## src/rtl/biq_pkg.sv

```systemverilog
// ============================================================================
// biq_pkg
// Shared sizes, codes and control types for the biquad IIR filter.
// ============================================================================
`default_nettype none

package biq_pkg;

   // Sizing
   localparam int NUM_SECTIONS  = 4;
   localparam int COEFS_PER_SEC = 5;
   localparam int NUM_COEFS     = NUM_SECTIONS * COEFS_PER_SEC;
   localparam int NUM_DLY       = NUM_SECTIONS * 2;
   localparam int SEC_W         = (NUM_SECTIONS > 1) ? $clog2(NUM_SECTIONS) : 1;
   localparam int COEF_AW       = $clog2(NUM_COEFS);
   localparam int DLY_AW        = (NUM_DLY > 1) ? $clog2(NUM_DLY) : 1;

   // Field and datapath widths
   localparam int SAMPLE_W   = 16;
   localparam int COEF_W     = 18;
   localparam int CIDX_W     = 5;
   localparam int DLY_W      = 24;
   localparam int PROD_W     = COEF_W + DLY_W;
   localparam int ACC_W      = 48;
   localparam int SCALE_SH   = 16;
   localparam int SECS_W     = 3;
   localparam int CSR_DATA_W = 3;
   localparam int CNT_W      = 8;

   // Round half up: bias of one half LSB at the 2^15 result scale
   localparam logic [ACC_W-1:0] ROUND_BIAS = {{(ACC_W-SCALE_SH){1'b0}}, 16'h8000};

   // Configuration register indexes
   localparam logic CSR_MODE     = 1'b0;
   localparam logic CSR_SECTIONS = 1'b1;

   // Item opcodes
   localparam logic OP_FILTER = 1'b0;
   localparam logic OP_COEF   = 1'b1;

   // Coefficient position inside one section
   localparam logic [2:0] POS_A0 = 3'd0;
   localparam logic [2:0] POS_A1 = 3'd1;
   localparam logic [2:0] POS_A2 = 3'd2;
   localparam logic [2:0] POS_B1 = 3'd3;
   localparam logic [2:0] POS_B2 = 3'd4;

   typedef enum logic [3:0] {
      S_IDLE,
      S_RD_W1,
      S_RD_W2,
      S_RD_A0,
      S_CALC_W,
      S_MUL_A0,
      S_MUL_A1,
      S_MUL_A2,
      S_ACC_Y,
      S_DONE
   } state_type;

   typedef enum logic [2:0] {
      MUL_HOLD,
      MUL_DLY,
      MUL_W,
      MUL_W1,
      MUL_W2
   } mul_src_type;

   typedef struct packed {
      logic        init_sample;
      logic        init_zero;
      logic        sec_start;
      logic        from_y;
      logic        acc_sub;
      logic        calc_w;
      logic        yacc_add;
      logic        w1_load;
      logic        w2_load;
      mul_src_type mul_src;
   } mac_ctrl_type;

endpackage

`default_nettype wire

```

## src/rtl/biquad_iir_filter.sv

```systemverilog
// ============================================================================
// biquad_iir_filter
// Direct-form-II biquad cascade / parallel bank with coefficient and delay
// state held in synchronous memories and one shared multiply-accumulate.
// ============================================================================
//
//  channel  dir  handshake            payload
//  -------  ---  -------------------  ---------------------------------------
//  req_     in   req_valid/req_stall  op, coef_index, coef_value, sample
//  rsp_     out  rsp_valid/rsp_stall  filtered, saturated
//  csr_     in   csr_valid/csr_ready  index (0 mode, 1 sections_in_use), wdata
//
//  Coefficient write item: accept, then result load from the final state.
//  Filter item: per active section RD_W1, RD_W2, RD_A0, CALC_W, MUL_A0, MUL_A1,
//  MUL_A2, ACC_Y, set by the one delay memory read port and single multiplier.
//  Reset: cascade mode, one section, delay store reads as zero (valid bits);
//  coefficient memory is not cleared and must be written before use.
//  Output stall: result holds in the output register; the next item is
//  accepted meanwhile and waits in its final state until the slot frees.
// ============================================================================
`default_nettype none

module biquad_iir_filter
   import biq_pkg::*;
(
   input  wire logic                         clock,
   input  wire logic                         reset,

   input  wire logic                         req_valid,
   output logic                              req_stall,
   input  wire logic                         req_op,
   input  wire logic [CIDX_W-1:0]            req_coef_index,
   input  wire logic signed [COEF_W-1:0]     req_coef_value,
   input  wire logic signed [SAMPLE_W-1:0]   req_sample,

   output logic                              rsp_valid,
   input  wire logic                         rsp_stall,
   output logic signed [SAMPLE_W-1:0]        rsp_filtered,
   output logic                              rsp_saturated,

   input  wire logic                         csr_valid,
   output logic                              csr_ready,
   input  wire logic                         csr_index,
   input  wire logic [CSR_DATA_W-1:0]        csr_wdata
);

   // ---------------------------------------------------------------------
   // Configuration registers
   // ---------------------------------------------------------------------
   logic              mode_ff;
   logic [SECS_W-1:0] sections_ff;

   assign csr_ready = 1'b1;

   always_ff @(posedge clock) begin
      if (reset) begin
         mode_ff     <= 1'b0;
         sections_ff <= SECS_W'(1);
      end else if (csr_valid && csr_ready) begin
         case (csr_index)
            CSR_MODE:     mode_ff     <= csr_wdata[0];
            CSR_SECTIONS: sections_ff <= csr_wdata[SECS_W-1:0];
            default: ;
         endcase
      end
   end

   // ---------------------------------------------------------------------
   // Sequencer state
   // ---------------------------------------------------------------------
   state_type        state_ff, state_in;
   logic [SEC_W-1:0] sec_ff, sec_in;
   logic [SEC_W-1:0] last_sec_ff, last_sec_in;

   logic             rsp_valid_ff;
   logic signed [SAMPLE_W-1:0] rsp_filtered_ff;
   logic             rsp_saturated_ff;
   logic             rsp_load;

   mac_ctrl_type     ctrl;
   logic [CNT_W-1:0] nsec;
   logic             req_accept;

   // Memory controls
   logic               coef_we;
   logic               coef_re;
   logic [2:0]         coef_pos;
   logic [COEF_AW-1:0] coef_base;
   logic [COEF_AW-1:0] coef_ra;
   logic [COEF_AW-1:0] coef_wa;
   logic               dly_re;
   logic               dly_odd_rd;
   logic               dly_we;
   logic               dly_odd_wr;
   logic [DLY_AW-1:0]  dly_ra;
   logic [DLY_AW-1:0]  dly_wa;
   logic signed [DLY_W-1:0] dly_wdata;

   logic signed [COEF_W-1:0] coef_rd_ff;
   logic signed [DLY_W-1:0]  dly_rd_ff;
   logic signed [DLY_W-1:0]  w_val;
   logic signed [DLY_W-1:0]  w1_val;
   logic signed [SAMPLE_W-1:0] mac_filtered;
   logic             mac_saturated;

   // Active section count, capped at the built section count
   assign nsec = ({{(CNT_W-SECS_W){1'b0}}, sections_ff} > NUM_SECTIONS)
               ? CNT_W'(NUM_SECTIONS) : {{(CNT_W-SECS_W){1'b0}}, sections_ff};

   assign req_stall  = (state_ff != S_IDLE);
   assign req_accept = req_valid && !req_stall;

   // Out-of-range coefficient indexes are dropped
   assign coef_wa = COEF_AW'(req_coef_index);

   always_comb begin
      state_in    = state_ff;
      sec_in      = sec_ff;
      last_sec_in = last_sec_ff;
      ctrl        = '0;
      ctrl.mul_src = MUL_HOLD;
      coef_we     = 1'b0;
      coef_re     = 1'b0;
      coef_pos    = POS_A0;
      dly_re      = 1'b0;
      dly_odd_rd  = 1'b0;
      dly_we      = 1'b0;
      dly_odd_wr  = 1'b0;
      rsp_load    = 1'b0;

      case (state_ff)
         S_IDLE: begin
            if (req_valid) begin
               sec_in      = '0;
               last_sec_in = SEC_W'(nsec - CNT_W'(1));
               if (req_op == OP_COEF) begin
                  ctrl.init_zero = 1'b1;
                  coef_we        = (32'(req_coef_index) < NUM_COEFS);
                  state_in       = S_DONE;
               end else begin
                  ctrl.init_sample = 1'b1;
                  state_in = (nsec == '0) ? S_DONE : S_RD_W1;
               end
            end
         end
         // fetch w1 and b1
         S_RD_W1: begin
            ctrl.sec_start = 1'b1;
            ctrl.from_y    = !mode_ff && (sec_ff != '0);
            dly_re         = 1'b1;
            coef_re        = 1'b1;
            coef_pos       = POS_B1;
            state_in       = S_RD_W2;
         end
         // b1*w1; fetch w2 and b2
         S_RD_W2: begin
            ctrl.w1_load = 1'b1;
            ctrl.mul_src = MUL_DLY;
            dly_re       = 1'b1;
            dly_odd_rd   = 1'b1;
            coef_re      = 1'b1;
            coef_pos     = POS_B2;
            state_in     = S_RD_A0;
         end
         // b2*w2; fetch a0
         S_RD_A0: begin
            ctrl.w2_load = 1'b1;
            ctrl.mul_src = MUL_DLY;
            ctrl.acc_sub = 1'b1;
            coef_re      = 1'b1;
            coef_pos     = POS_A0;
            state_in     = S_CALC_W;
         end
         // w = sat(round(acc)); w2 <= w1 in the store
         S_CALC_W: begin
            ctrl.calc_w = 1'b1;
            dly_we      = 1'b1;
            dly_odd_wr  = 1'b1;
            state_in    = S_MUL_A0;
         end
         // a0*w; w1 <= w in the store
         S_MUL_A0: begin
            ctrl.mul_src = MUL_W;
            dly_we       = 1'b1;
            coef_re      = 1'b1;
            coef_pos     = POS_A1;
            state_in     = S_MUL_A1;
         end
         S_MUL_A1: begin
            ctrl.yacc_add = 1'b1;
            ctrl.mul_src  = MUL_W1;
            coef_re       = 1'b1;
            coef_pos      = POS_A2;
            state_in      = S_MUL_A2;
         end
         S_MUL_A2: begin
            ctrl.yacc_add = 1'b1;
            ctrl.mul_src  = MUL_W2;
            state_in      = S_ACC_Y;
         end
         S_ACC_Y: begin
            ctrl.yacc_add = 1'b1;
            if (sec_ff == last_sec_ff) begin
               state_in = S_DONE;
            end else begin
               sec_in   = sec_ff + 1'b1;
               state_in = S_RD_W1;
            end
         end
         S_DONE: begin
            if (!rsp_valid_ff || !rsp_stall) begin
               rsp_load = 1'b1;
               state_in = S_IDLE;
            end
         end
         default: begin
            state_in = S_IDLE;
         end
      endcase
   end

   always_ff @(posedge clock) begin
      if (reset) begin
         state_ff <= S_IDLE;
      end else begin
         state_ff <= state_in;
      end
   end

   always_ff @(posedge clock) begin
      sec_ff      <= sec_in;
      last_sec_ff <= last_sec_in;
   end

   // ---------------------------------------------------------------------
   // Coefficient memory: written by op=1 items, read one entry a cycle
   // ---------------------------------------------------------------------
   logic signed [COEF_W-1:0] coef_mem [NUM_COEFS];

   assign coef_base = COEF_AW'({sec_ff, 2'b00}) + COEF_AW'(sec_ff);
   assign coef_ra   = coef_base + COEF_AW'(coef_pos);

   always_ff @(posedge clock) begin
      if (coef_we) begin
         coef_mem[coef_wa] <= req_coef_value;
      end
      if (coef_re) begin
         coef_rd_ff <= coef_mem[coef_ra];
      end
   end

   // ---------------------------------------------------------------------
   // Delay memory: w1 at even, w2 at odd address of each section.
   // Reads and writes of one section are sequenced apart, so no
   // forwarding path is needed. Unwritten entries read as zero.
   // ---------------------------------------------------------------------
   logic signed [DLY_W-1:0] dly_mem [NUM_DLY];
   logic [NUM_DLY-1:0]      dly_vld_ff;

   assign dly_ra    = DLY_AW'({sec_ff, dly_odd_rd});
   assign dly_wa    = DLY_AW'({sec_ff, dly_odd_wr});
   assign dly_wdata = dly_odd_wr ? w1_val : w_val;

   always_ff @(posedge clock) begin
      if (dly_we) begin
         dly_mem[dly_wa] <= dly_wdata;
      end
      if (dly_re) begin
         dly_rd_ff <= dly_vld_ff[dly_ra] ? dly_mem[dly_ra] : '0;
      end
   end

   always_ff @(posedge clock) begin
      if (reset) begin
         dly_vld_ff <= '0;
      end else if (dly_we) begin
         dly_vld_ff[dly_wa] <= 1'b1;
      end
   end

   // ---------------------------------------------------------------------
   // Arithmetic
   // ---------------------------------------------------------------------
   biq_mac u_mac (
      .clock     (clock),
      .ctrl      (ctrl),
      .mode      (mode_ff),
      .sample    (req_sample),
      .coef_rd   (coef_rd_ff),
      .dly_rd    (dly_rd_ff),
      .w_out     (w_val),
      .w1_out    (w1_val),
      .filtered  (mac_filtered),
      .saturated (mac_saturated)
   );

   // ---------------------------------------------------------------------
   // Output register
   // ---------------------------------------------------------------------
   always_ff @(posedge clock) begin
      if (reset) begin
         rsp_valid_ff <= 1'b0;
      end else if (rsp_load) begin
         rsp_valid_ff <= 1'b1;
      end else if (!rsp_stall) begin
         rsp_valid_ff <= 1'b0;
      end
   end

   always_ff @(posedge clock) begin
      if (rsp_load) begin
         rsp_filtered_ff  <= mac_filtered;
         rsp_saturated_ff <= mac_saturated;
      end
   end

   assign rsp_valid     = rsp_valid_ff;
   assign rsp_filtered  = rsp_filtered_ff;
   assign rsp_saturated = rsp_saturated_ff;

   // ---------------------------------------------------------------------
   // Assertions
   // ---------------------------------------------------------------------
   // Delay store is never read and written at the same entry in one cycle
   a_dly_no_overlap: assert property (@(posedge clock) disable iff (reset)
      !(dly_we && dly_re && (dly_wa == dly_ra)))
      else $error("delay store read/write collision");

   // Section counter stays within the active count while busy
   a_sec_range: assert property (@(posedge clock) disable iff (reset)
      (state_ff != S_IDLE && state_ff != S_DONE) |-> (sec_ff <= last_sec_ff))
      else $error("section counter past last active section");

   // Every accepted item leaves idle on the next cycle
   a_accept_busy: assert property (@(posedge clock) disable iff (reset)
      req_accept |=> (state_ff != S_IDLE))
      else $error("accepted item did not start");

   // A result only appears from the final state
   a_rsp_from_done: assert property (@(posedge clock) disable iff (reset)
      $rose(rsp_valid_ff) |-> ($past(state_ff) == S_DONE))
      else $error("result loaded outside final state");

endmodule

`default_nettype wire

```

## src/rtl/biq_mac.sv

```systemverilog
// ============================================================================
// biq_mac
// Shared multiply-accumulate datapath: one 18x24 product per cycle,
// feedback and output accumulators, rounding and saturation.
// ============================================================================
`default_nettype none

module biq_mac
   import biq_pkg::*;
(
   input  wire logic                       clock,
   input  wire mac_ctrl_type               ctrl,
   input  wire logic                       mode,
   input  wire logic signed [SAMPLE_W-1:0] sample,
   input  wire logic signed [COEF_W-1:0]   coef_rd,
   input  wire logic signed [DLY_W-1:0]    dly_rd,
   output logic signed [DLY_W-1:0]         w_out,
   output logic signed [DLY_W-1:0]         w1_out,
   output logic signed [SAMPLE_W-1:0]      filtered,
   output logic                            saturated
);

   localparam int T_W = ACC_W - SCALE_SH;
   localparam int W_MAX = (1 << (DLY_W-1)) - 1;
   localparam int W_MIN = -(1 << (DLY_W-1));
   localparam int S_MAX = (1 << (SAMPLE_W-1)) - 1;
   localparam int S_MIN = -(1 << (SAMPLE_W-1));

   // Scale 2^31 to 2^15 (bias already in the value), clip to 24 bits
   function automatic logic signed [DLY_W-1:0] round_sat24(input logic signed [ACC_W-1:0] v);
      logic signed [T_W-1:0] t;
      t = v[ACC_W-1:SCALE_SH];
      if (t > W_MAX) begin
         return DLY_W'(W_MAX);
      end else if (t < W_MIN) begin
         return DLY_W'(W_MIN);
      end
      return t[DLY_W-1:0];
   endfunction

   // {x, one half} at scale 2^31
   function automatic logic signed [ACC_W-1:0] with_bias(input logic signed [DLY_W-1:0] x);
      return {{(ACC_W-DLY_W-SCALE_SH){x[DLY_W-1]}}, x, 16'h8000};
   endfunction

   logic signed [DLY_W-1:0]  x_ff;
   logic signed [DLY_W-1:0]  w_ff;
   logic signed [DLY_W-1:0]  w1_ff;
   logic signed [DLY_W-1:0]  w2_ff;
   logic signed [PROD_W-1:0] prod_ff;
   logic signed [ACC_W-1:0]  acc_ff;
   logic signed [ACC_W-1:0]  yacc_ff;

   logic signed [DLY_W-1:0]  sample_ext;
   logic signed [DLY_W-1:0]  mul_b;
   logic signed [PROD_W-1:0] prod_in;
   logic signed [ACC_W-1:0]  prod_ext;
   logic signed [ACC_W-1:0]  acc_diff;
   logic signed [T_W-1:0]    y_full;

   assign sample_ext = {{(DLY_W-SAMPLE_W){sample[SAMPLE_W-1]}}, sample};
   assign prod_ext   = {{(ACC_W-PROD_W){prod_ff[PROD_W-1]}}, prod_ff};
   assign acc_diff   = acc_ff - prod_ext;

   always_comb begin
      case (ctrl.mul_src)
         MUL_DLY: mul_b = dly_rd;
         MUL_W:   mul_b = w_ff;
         MUL_W1:  mul_b = w1_ff;
         MUL_W2:  mul_b = w2_ff;
         default: mul_b = '0;
      endcase
   end

   assign prod_in = coef_rd * mul_b;

   always_ff @(posedge clock) begin
      if (ctrl.init_sample) begin
         x_ff    <= sample_ext;
         yacc_ff <= mode ? ROUND_BIAS : with_bias(sample_ext);
      end
      if (ctrl.init_zero) begin
         yacc_ff <= '0;
      end
      if (ctrl.sec_start) begin
         acc_ff <= with_bias(ctrl.from_y ? round_sat24(yacc_ff) : x_ff);
         if (!mode) begin
            yacc_ff <= ROUND_BIAS;
         end
      end
      if (ctrl.acc_sub) begin
         acc_ff <= acc_diff;
      end
      if (ctrl.calc_w) begin
         w_ff <= round_sat24(acc_diff);
      end
      if (ctrl.yacc_add) begin
         yacc_ff <= yacc_ff + prod_ext;
      end
      if (ctrl.w1_load) begin
         w1_ff <= dly_rd;
      end
      if (ctrl.w2_load) begin
         w2_ff <= dly_rd;
      end
      if (ctrl.mul_src != MUL_HOLD) begin
         prod_ff <= prod_in;
      end
   end

   // Final output: one rounding, 16-bit clip with flag
   assign y_full = yacc_ff[ACC_W-1:SCALE_SH];

   always_comb begin
      saturated = 1'b1;
      if (y_full > S_MAX) begin
         filtered = SAMPLE_W'(S_MAX);
      end else if (y_full < S_MIN) begin
         filtered = SAMPLE_W'(S_MIN);
      end else begin
         filtered  = y_full[SAMPLE_W-1:0];
         saturated = 1'b0;
      end
   end

   assign w_out  = w_ff;
   assign w1_out = w1_ff;

endmodule

`default_nettype wire

```

## config.mk

```make
export PLATFORM = sky130hd
export DESIGN_NAME = biquad_iir_filter
export DESIGN_NICKNAME = d
export VERILOG_FILES = /design/src/rtl/biq_pkg.sv /design/src/rtl/biquad_iir_filter.sv /design/src/rtl/biq_mac.sv
export SDC_FILE = /design/constraint.sdc
export NUM_CORES = 2
export LEC_CHECK = 0
export BUFFER_PORTS_ARGS = -buffer_cell sky130_fd_sc_hd__buf_2
export CORE_MARGIN = 10
export CORE_UTILIZATION = 55
export DETAILED_ROUTE_END_ITERATION = 8
export GPL_TIMING_DRIVEN = 0
export PLACE_DENSITY = 0.7
export SLEW_MARGIN = 30
export SYNTH_ARGS = -nofsm -noshare
export SYNTH_HDL_FRONTEND = slang
export SYNTH_SLANG_ARGS = --single-unit
```

## constraint.sdc

```tcl
create_clock -name clock -period 9.7 [get_ports clock]
set_clock_uncertainty 0.15 [all_clocks]
set_input_delay 0.485 -clock clock [delete_from_list [all_inputs] [get_ports clock]]
set_output_delay 0.485 -clock clock [all_outputs]
set_load 0.01 [all_outputs]
```

**Word-level counts from Yosys, hierarchy flattened**

Memory sizes are Yosys's and may differ from the RTL's. A register that Yosys moved wholly into a read port is not among the register bits.
Cells that the tools add are included.

- Word-level logic and storage cells: 144
- Memories: 2
- Bits in writable memories: 552
- Bits of input ports: 49
- Bits in registers: 264
- Output and inout bits: 20

- Eq/ne operators: 18
- $lt $le $gt $ge: 11
- $add $sub $neg: 6
- Bitwise logic cells: 2
- Reductions and logical operators: 24
- Multiplexer cells: 64
- $mul: 1

Memories:

| name | words | bits a word | read ports | clocked after memory_dff | wr ports | RTL line | source |
|---|---|---|---|---|---|---|---|
| coef_mem | 20 | 18 | 1 | 1 | 1 | biquad_iir_filter.sv:238 | `logic signed [COEF_W-1:0] coef_mem [NUM_COEFS];` |
| dly_mem | 8 | 24 | 1 | 1 | 1 | biquad_iir_filter.sv:257 | `logic signed [DLY_W-1:0] dly_mem [NUM_DLY];` |

Operators with widths:

| operator | count |
|---|---|
| $mux 48 | 8 |
| $mux 24 | 8 |
| $pmux 24 s4 | 1 |
| $gt 32x24->1 const B | 2 |
| $lt 32x24->1 const B | 2 |
| $add 48x42->48 | 1 |
| $sub 48x42->48 | 1 |
| $mul 18x24->42 | 1 |
| $pmux 4 s10 | 1 |
| $gt 32x16->1 const B | 1 |
| $lt 32x16->1 const B | 1 |
| $mux 1 | 29 |
| $pmux 3 s4 | 2 |
| $mux 4 | 5 |
| $eq 4x3->1 const B | 4 |
| $mux 16 | 1 |
| $mux 2 | 5 |
| $eq 4x2->1 const B | 2 |
| $eq 4x4->1 const B | 2 |
| $logic_not 8->1 | 1 |
| $lt 3x4->1 const B | 2 |
| $or 8x8->8 | 1 |
| $reduce_and 2->1 | 4 |
| $eq 3x2->1 const B | 2 |
| 29 further kinds | 39 |

**Longest topological paths before layout**

- Depth after elaboration: 8
- Mapped depth: 32
- Depth with buffers taken out: 30

**By module**

Synthesis repeated with hierarchy kept, for this count alone.

- Cells, all modules: 4629
- Area total of the unflattened synthesis: 54055.6 um^2

By module, submodules not included:

| module | seq. area each (um^2) | cells an instance | instances | area an instance (um^2) |
|---|---|---|---|---|
| biq_mac | 6306.0 | 3189 | 1 | 29489.5 |
| biquad_iir_filter | 18808.0 | 1440 | 1 | 24566.1 |

**Worst setup path before layout**

OpenSTA, ideal clock, no wires.

- Kind: register -> register
- From: reg state_ff[1]
- To: reg u_mac.prod_ff[40], data pin
- Path slack: 1.429 ns
- Required time: 9.284 ns
- Clock period less this slack: 8.271 ns
- Arrival time: 7.855 ns
- Stages on the path, launching flop included: 30
- Library setup time: 0.266 ns
- Path buffers: 3
- Path through: dfxtp_1 -> buf_1 -> nand2_1 -> nor3_1 -> clkbuf_1 -> a22oi_1 -> nand2_1 -> clkbuf_1 -> nand2_1 -> fa_1 -> inv_1 -> fa_1 -> fa_1 -> fa_1 -> fa_1 -> inv_1 -> fa_1 -> inv_1 -> ha_1 -> a21o_1 -> a21o_1 -> a2111oi_0 -> nor4_1 -> a2111oi_0 -> o21ai_0 -> a211oi_1 -> o31ai_1 -> and2_1 -> o41ai_1 -> xnor2_1

- Cells in the longest elaborated chain, start to end: 6
- Elaborated cells between the ends (all ways): 13
- Those cells by class: mul (1); eq/ne (9); mux (2); reduce/logical (1)

Ends and longest elaborated chain:

| item | RTL line | source |
|---|---|---|
| start, declared | biquad_iir_filter.sv:71 | `state_type state_ff, state_in;` |
| start signal, assigned | biquad_iir_filter.sv:226 | `state_ff <= state_in;` |
| $eq 4x2->1 | biquad_iir_filter.sv:131 | `case (state_ff)` |
| $reduce_or 2->1 (no source line) | - |  |
| $pmux 3 s4 * | biquad_iir_filter.sv:131 |  |
| $eq 3x3->1 (tied with other cells) | biq_mac.sv:66 | `case (ctrl.mul_src)` |
| $pmux 24 s4 * | biq_mac.sv:66 |  |
| $mul 18x24->42 * | biq_mac.sv:75 | `assign prod_in = coef_rd * mul_b;` |
| via u_mac.prod_in[40] | biq_mac.sv:56 | `logic signed [PROD_W-1:0] prod_in;` |
| end signal, assigned | biq_mac.sv:107 | `prod_ff <= prod_in;` |
| end, declared | biq_mac.sv:50 | `logic signed [PROD_W-1:0] prod_ff;` |

Mark *: on every way through the listed nets, which the timed path passes. The rest lies on a longest branch.
A chain may end at the register's enable or synchronous reset.

**Worst setup path in the final report**

- From: reg state_ff[2]
- To: reg u_mac.prod_ff[41], data pin

Same word-level chain as after synthesis.

==> flow_summary.json <==
{
  "status": "complete, no violations",
  "worstSetupPathType": "flip-flop to flip-flop",
  "finalNonFillerCells": 5827,
  "critPathMaxFanout": 10,
  "yosys_warnings": 0,
  "wire_per_inst_um": 23.7,
  "drtAntennaViolNets": 0,
  "dieArea_um2": 110000,
  "gr-total-overflow": 0,
  "fin_nets": 5161,
  "drc": 0,
  "endpoint": "u_mac.prod_ff[41]",
  "worst_ep_required_time_ns": 9.95,
  "max_stage_delay_ns": 0.56,
  "row_count": 114,
  "synth_nets": 4965,
  "r2r_start": "state_ff[2]",
  "yosys-top-cells-area": "edfxtp_1 (44%), fa_1 (16%), mux4_2 (6.6%), ha_1 (4.8%), inv_1 (4.2%)",
  "rrSetupSlack_ns": 0.35,
  "worstSkewPairLatency_ns": 0.69,
  "drtPass1Iterations": 7,
  "synth_top_cell_by_area": "edfxtp_1",
  "synth_cell_types": 82,
  "n_fill_cell": 7482,
  "clock_path_buffers": 3,
  "crit_buf_inv": 8,
  "syn_area_um2": 53500,
  "layout_min_cycle_time_ns": 9.35,
  "max_freq_mhz": 107,
  "dp_hpwl_mm": 103,
  "cpMaxStageDelayCell": "fa_1",
  "hp-class": "input pin to flip-flop",
  "seq_area_frac_synth_pct": 46.9,
  "synth-seq-cells": 858,
  "avgSynthCellArea_um2": 12.5,
  "rsz0062_at_grt": "false",
  "worst-path-stages": 30,
  "crit_start": "state_ff[2]",
  "place_inst": 5645,
  "layout_worst_path_cycle_share_pct": 96.3,
  "synth-main-ff-cell": "edfxtp_1",
  "start_util_pct": 55.4,
  "place.gp.congestion": 0.953,
  "synthArstFlopShare_pct": 0,
  "crit_family": "adder cells",
  "grt_pass1_vias": 34900,
  "reg2reg_to": "u_mac.prod_ff[41]",
  "io_buffers": 65,
  "end_kind": "flip-flop",
  "slew_headroom_pct": 31.3,
  "cap_viol_max_count": 0,
  "syn_to_final_growth_pct": 10.6,
  "htree_levels": 3,
  "avgViaCountPerCell": 5.91,
  "clkTransAtPathRegs_ns": 0.06,
  "drive_gt1_share_pct": 11.9,
  "die_w_um": 332,
  "setup_violations": 0,
  "yosysMostFrequentCell": "edfxtp_1",
  "startpoint_type": "flip-flop",
  "synth_common_cells": "edfxtp_1 (793), inv_1 (597), nand2_1 (451), fa_1 (428), ha_1 (207)",
  "cp.arrival_ns": 9.59,
  "hold_viol": 0,
  "cts_made_buffers": 87,
  "grt_use_total_pct": 24.9,
  "finalMaxSlewViolations": 0,
  "grt_pass1_wl_mm": 212,
  "synth_top_area_share_pct": 44.5,
  "grt_max_degree": 35,
  "crit_top_cell": "fa_1",
  "worstMarginPinSlew_ns": 1.03,
  "root_buffer": "clkbuf_16",
  "cts_setup_buffers": 0,
  "core_region_area_um2": 96600,
  "antenna_found_initial": 3,
  "cts_tree": "yes",
  "drt_wl_total_mm": 138,
  "clkSinkCount": 858,
  "num_io_pins": 69,
  "r2r_cells": 30,
  "drtIter0Drc": 3287,
  "die_h_um": 332,
  "vias": 34400,
  "synthCells": 4281,
  "synth_edf_count": 793
}
[cells in the final DEF (no fill, tap or decap), types with 10 or more instances in the layout]
cell type and n:
nand3_1 40, buf_4 18, o21ai_0 108, clkbuf_2 25
nand4_1 24, clkbuf_16 87, dlygate4sd3_1 26, xor2_1 46
nor2_1 153, buf_2 75, mux2_2 43, o22ai_1 43
o211ai_1 21, o21a_1 17, a31oi_1 11, mux4_2 158
or3_1 10, nor2b_1 31, fa_1 428, a22oi_1 69
clkbuf_1 143, o21bai_1 29, nor3_1 33, ha_1 207
xnor2_1 82, nand2b_1 26, and3_1 13, inv_1 597
a211oi_1 18, clkinv_1 15, and2_1 164, a21o_1 103
clkinv_2 13, nand2_1 439, a21oi_1 168, edfxtp_1 793
dfxtp_1 64, nor2_4 17
[kinds of logic (layout without fill, tap and decap cells)]
family | Yosys count | count (layout) | synth area share (%)
AOI/OAI and AO/OA | 656 | 656 | 8.00
xor gates and xnor gates | 130 | 130 | 2.13
adders and majority gates | 635 | 635 | 20.8
buffers and inverters | 777 | 1046 | 5.53
DFF | 858 | 858 | 46.9
muxes | 207 | 207 | 7.66
other | 1 | 2 | 0.00701
and+or+nand+nor | 1017 | 1017 | 8.90
[worst min path at each step]
stage                      start                 to  slack (ns)  cells after the start
4_1_cts                csr_index     sections_ff[0]       0.002                      3
3_5_place_dp      sections_ff[0]     sections_ff[0]        0.30                      1
5_1_grt                csr_index     sections_ff[0]        0.04                      3
3_3_place_gp       dly_vld_ff[0]      dly_vld_ff[0]        0.29                      2
6_report               csr_index     sections_ff[0]        0.04                      3
2_1_floorplan  u_mac.yacc_ff[10]  u_mac.yacc_ff[10]        0.28                      2
[layout make-up]
| cell class | count | area (um2) | share of cell area [%] |
|---|---|---|---|
| diodes | 1 | 2.50 | 0.00423 |
| multi-input cells | 2646 | 25800 | 43.5 |
| well taps | 1276 | 1600 | 2.70 |
| clock inverters | 47 | 546 | 0.921 |
| plain buffers | 170 | 727 | 1.23 |
| clock buffers | 115 | 2300 | 3.89 |
| repair buffers | 114 | 913 | 1.54 |
| flip-flops and latches | 858 | 25100 | 42.4 |
| inverters | 600 | 2250 | 3.80 |
[metal layers]
layer  part of all wire (%)  track usage (%)
met1                     41             34.1
met2                     48             40.2
met3                    8.2             4.35
met4                    3.2             8.08
met5                 0.0094                0
[worst register-to-register path: cells and delay by family (launching register included)]
family	cells	cell delay, ns
adder cells (fa/ha/maj)	7	3.28
XOR/XNOR	1	0.13
flip-flops	1	0.36
AO/OA/AOI/OAI	9	2.50
buffers and inverters	8	1.39
AND/OR/NAND/NOR	5	1.30
[through the flow]
stage          hold WS [ns]  instance area [um2]  worst slack [ns]  setup TNS [ns]  utilization, %
3_3_place_gp          0.295                55400            -0.942           -3.90            57.4
2_1_floorplan         0.282                53500              1.43               0               -
5_1_grt              0.0416                59200           0.00340               0            61.3
6_report             0.0426                59200             0.355               0            61.3
4_1_cts             0.00234                59100           0.00215               0            61.3
3_5_place_dp          0.304                56000            -0.878           -4.36            58.0
[state kept, by name (all words and copies together), names as in the netlist, 2 cells and up]
signal         count
u_mac.w2_ff       24
coef_mem         360
last_sec_ff        2
state_ff           4
sec_ff             2
u_mac.w_out       24
sections_ff        3
u_mac.x_ff        16
u_mac.prod_ff     42
rsp_filtered      16
u_mac.w1_out      24
coef_rd_ff        18
u_mac.yacc_ff     48
dly_mem          192
dly_rd_ff         24
u_mac.acc_ff      48
dly_vld_ff         8
[repair_timing]
| item | 4_1_cts | 5_1_grt |
|---|---|---|
| endpoints found under the setup margin | 12 | 8 |
| hold endpoints to repair | 32 | 0 |
| hold buffers | 26 | 0 |
| pin swaps | 0 | 1 |
| resized for setup | 33 | 24 |
Power is not shown: default switching activity piles up to over one toggle a cycle in this logic, so the estimate is an artifact.
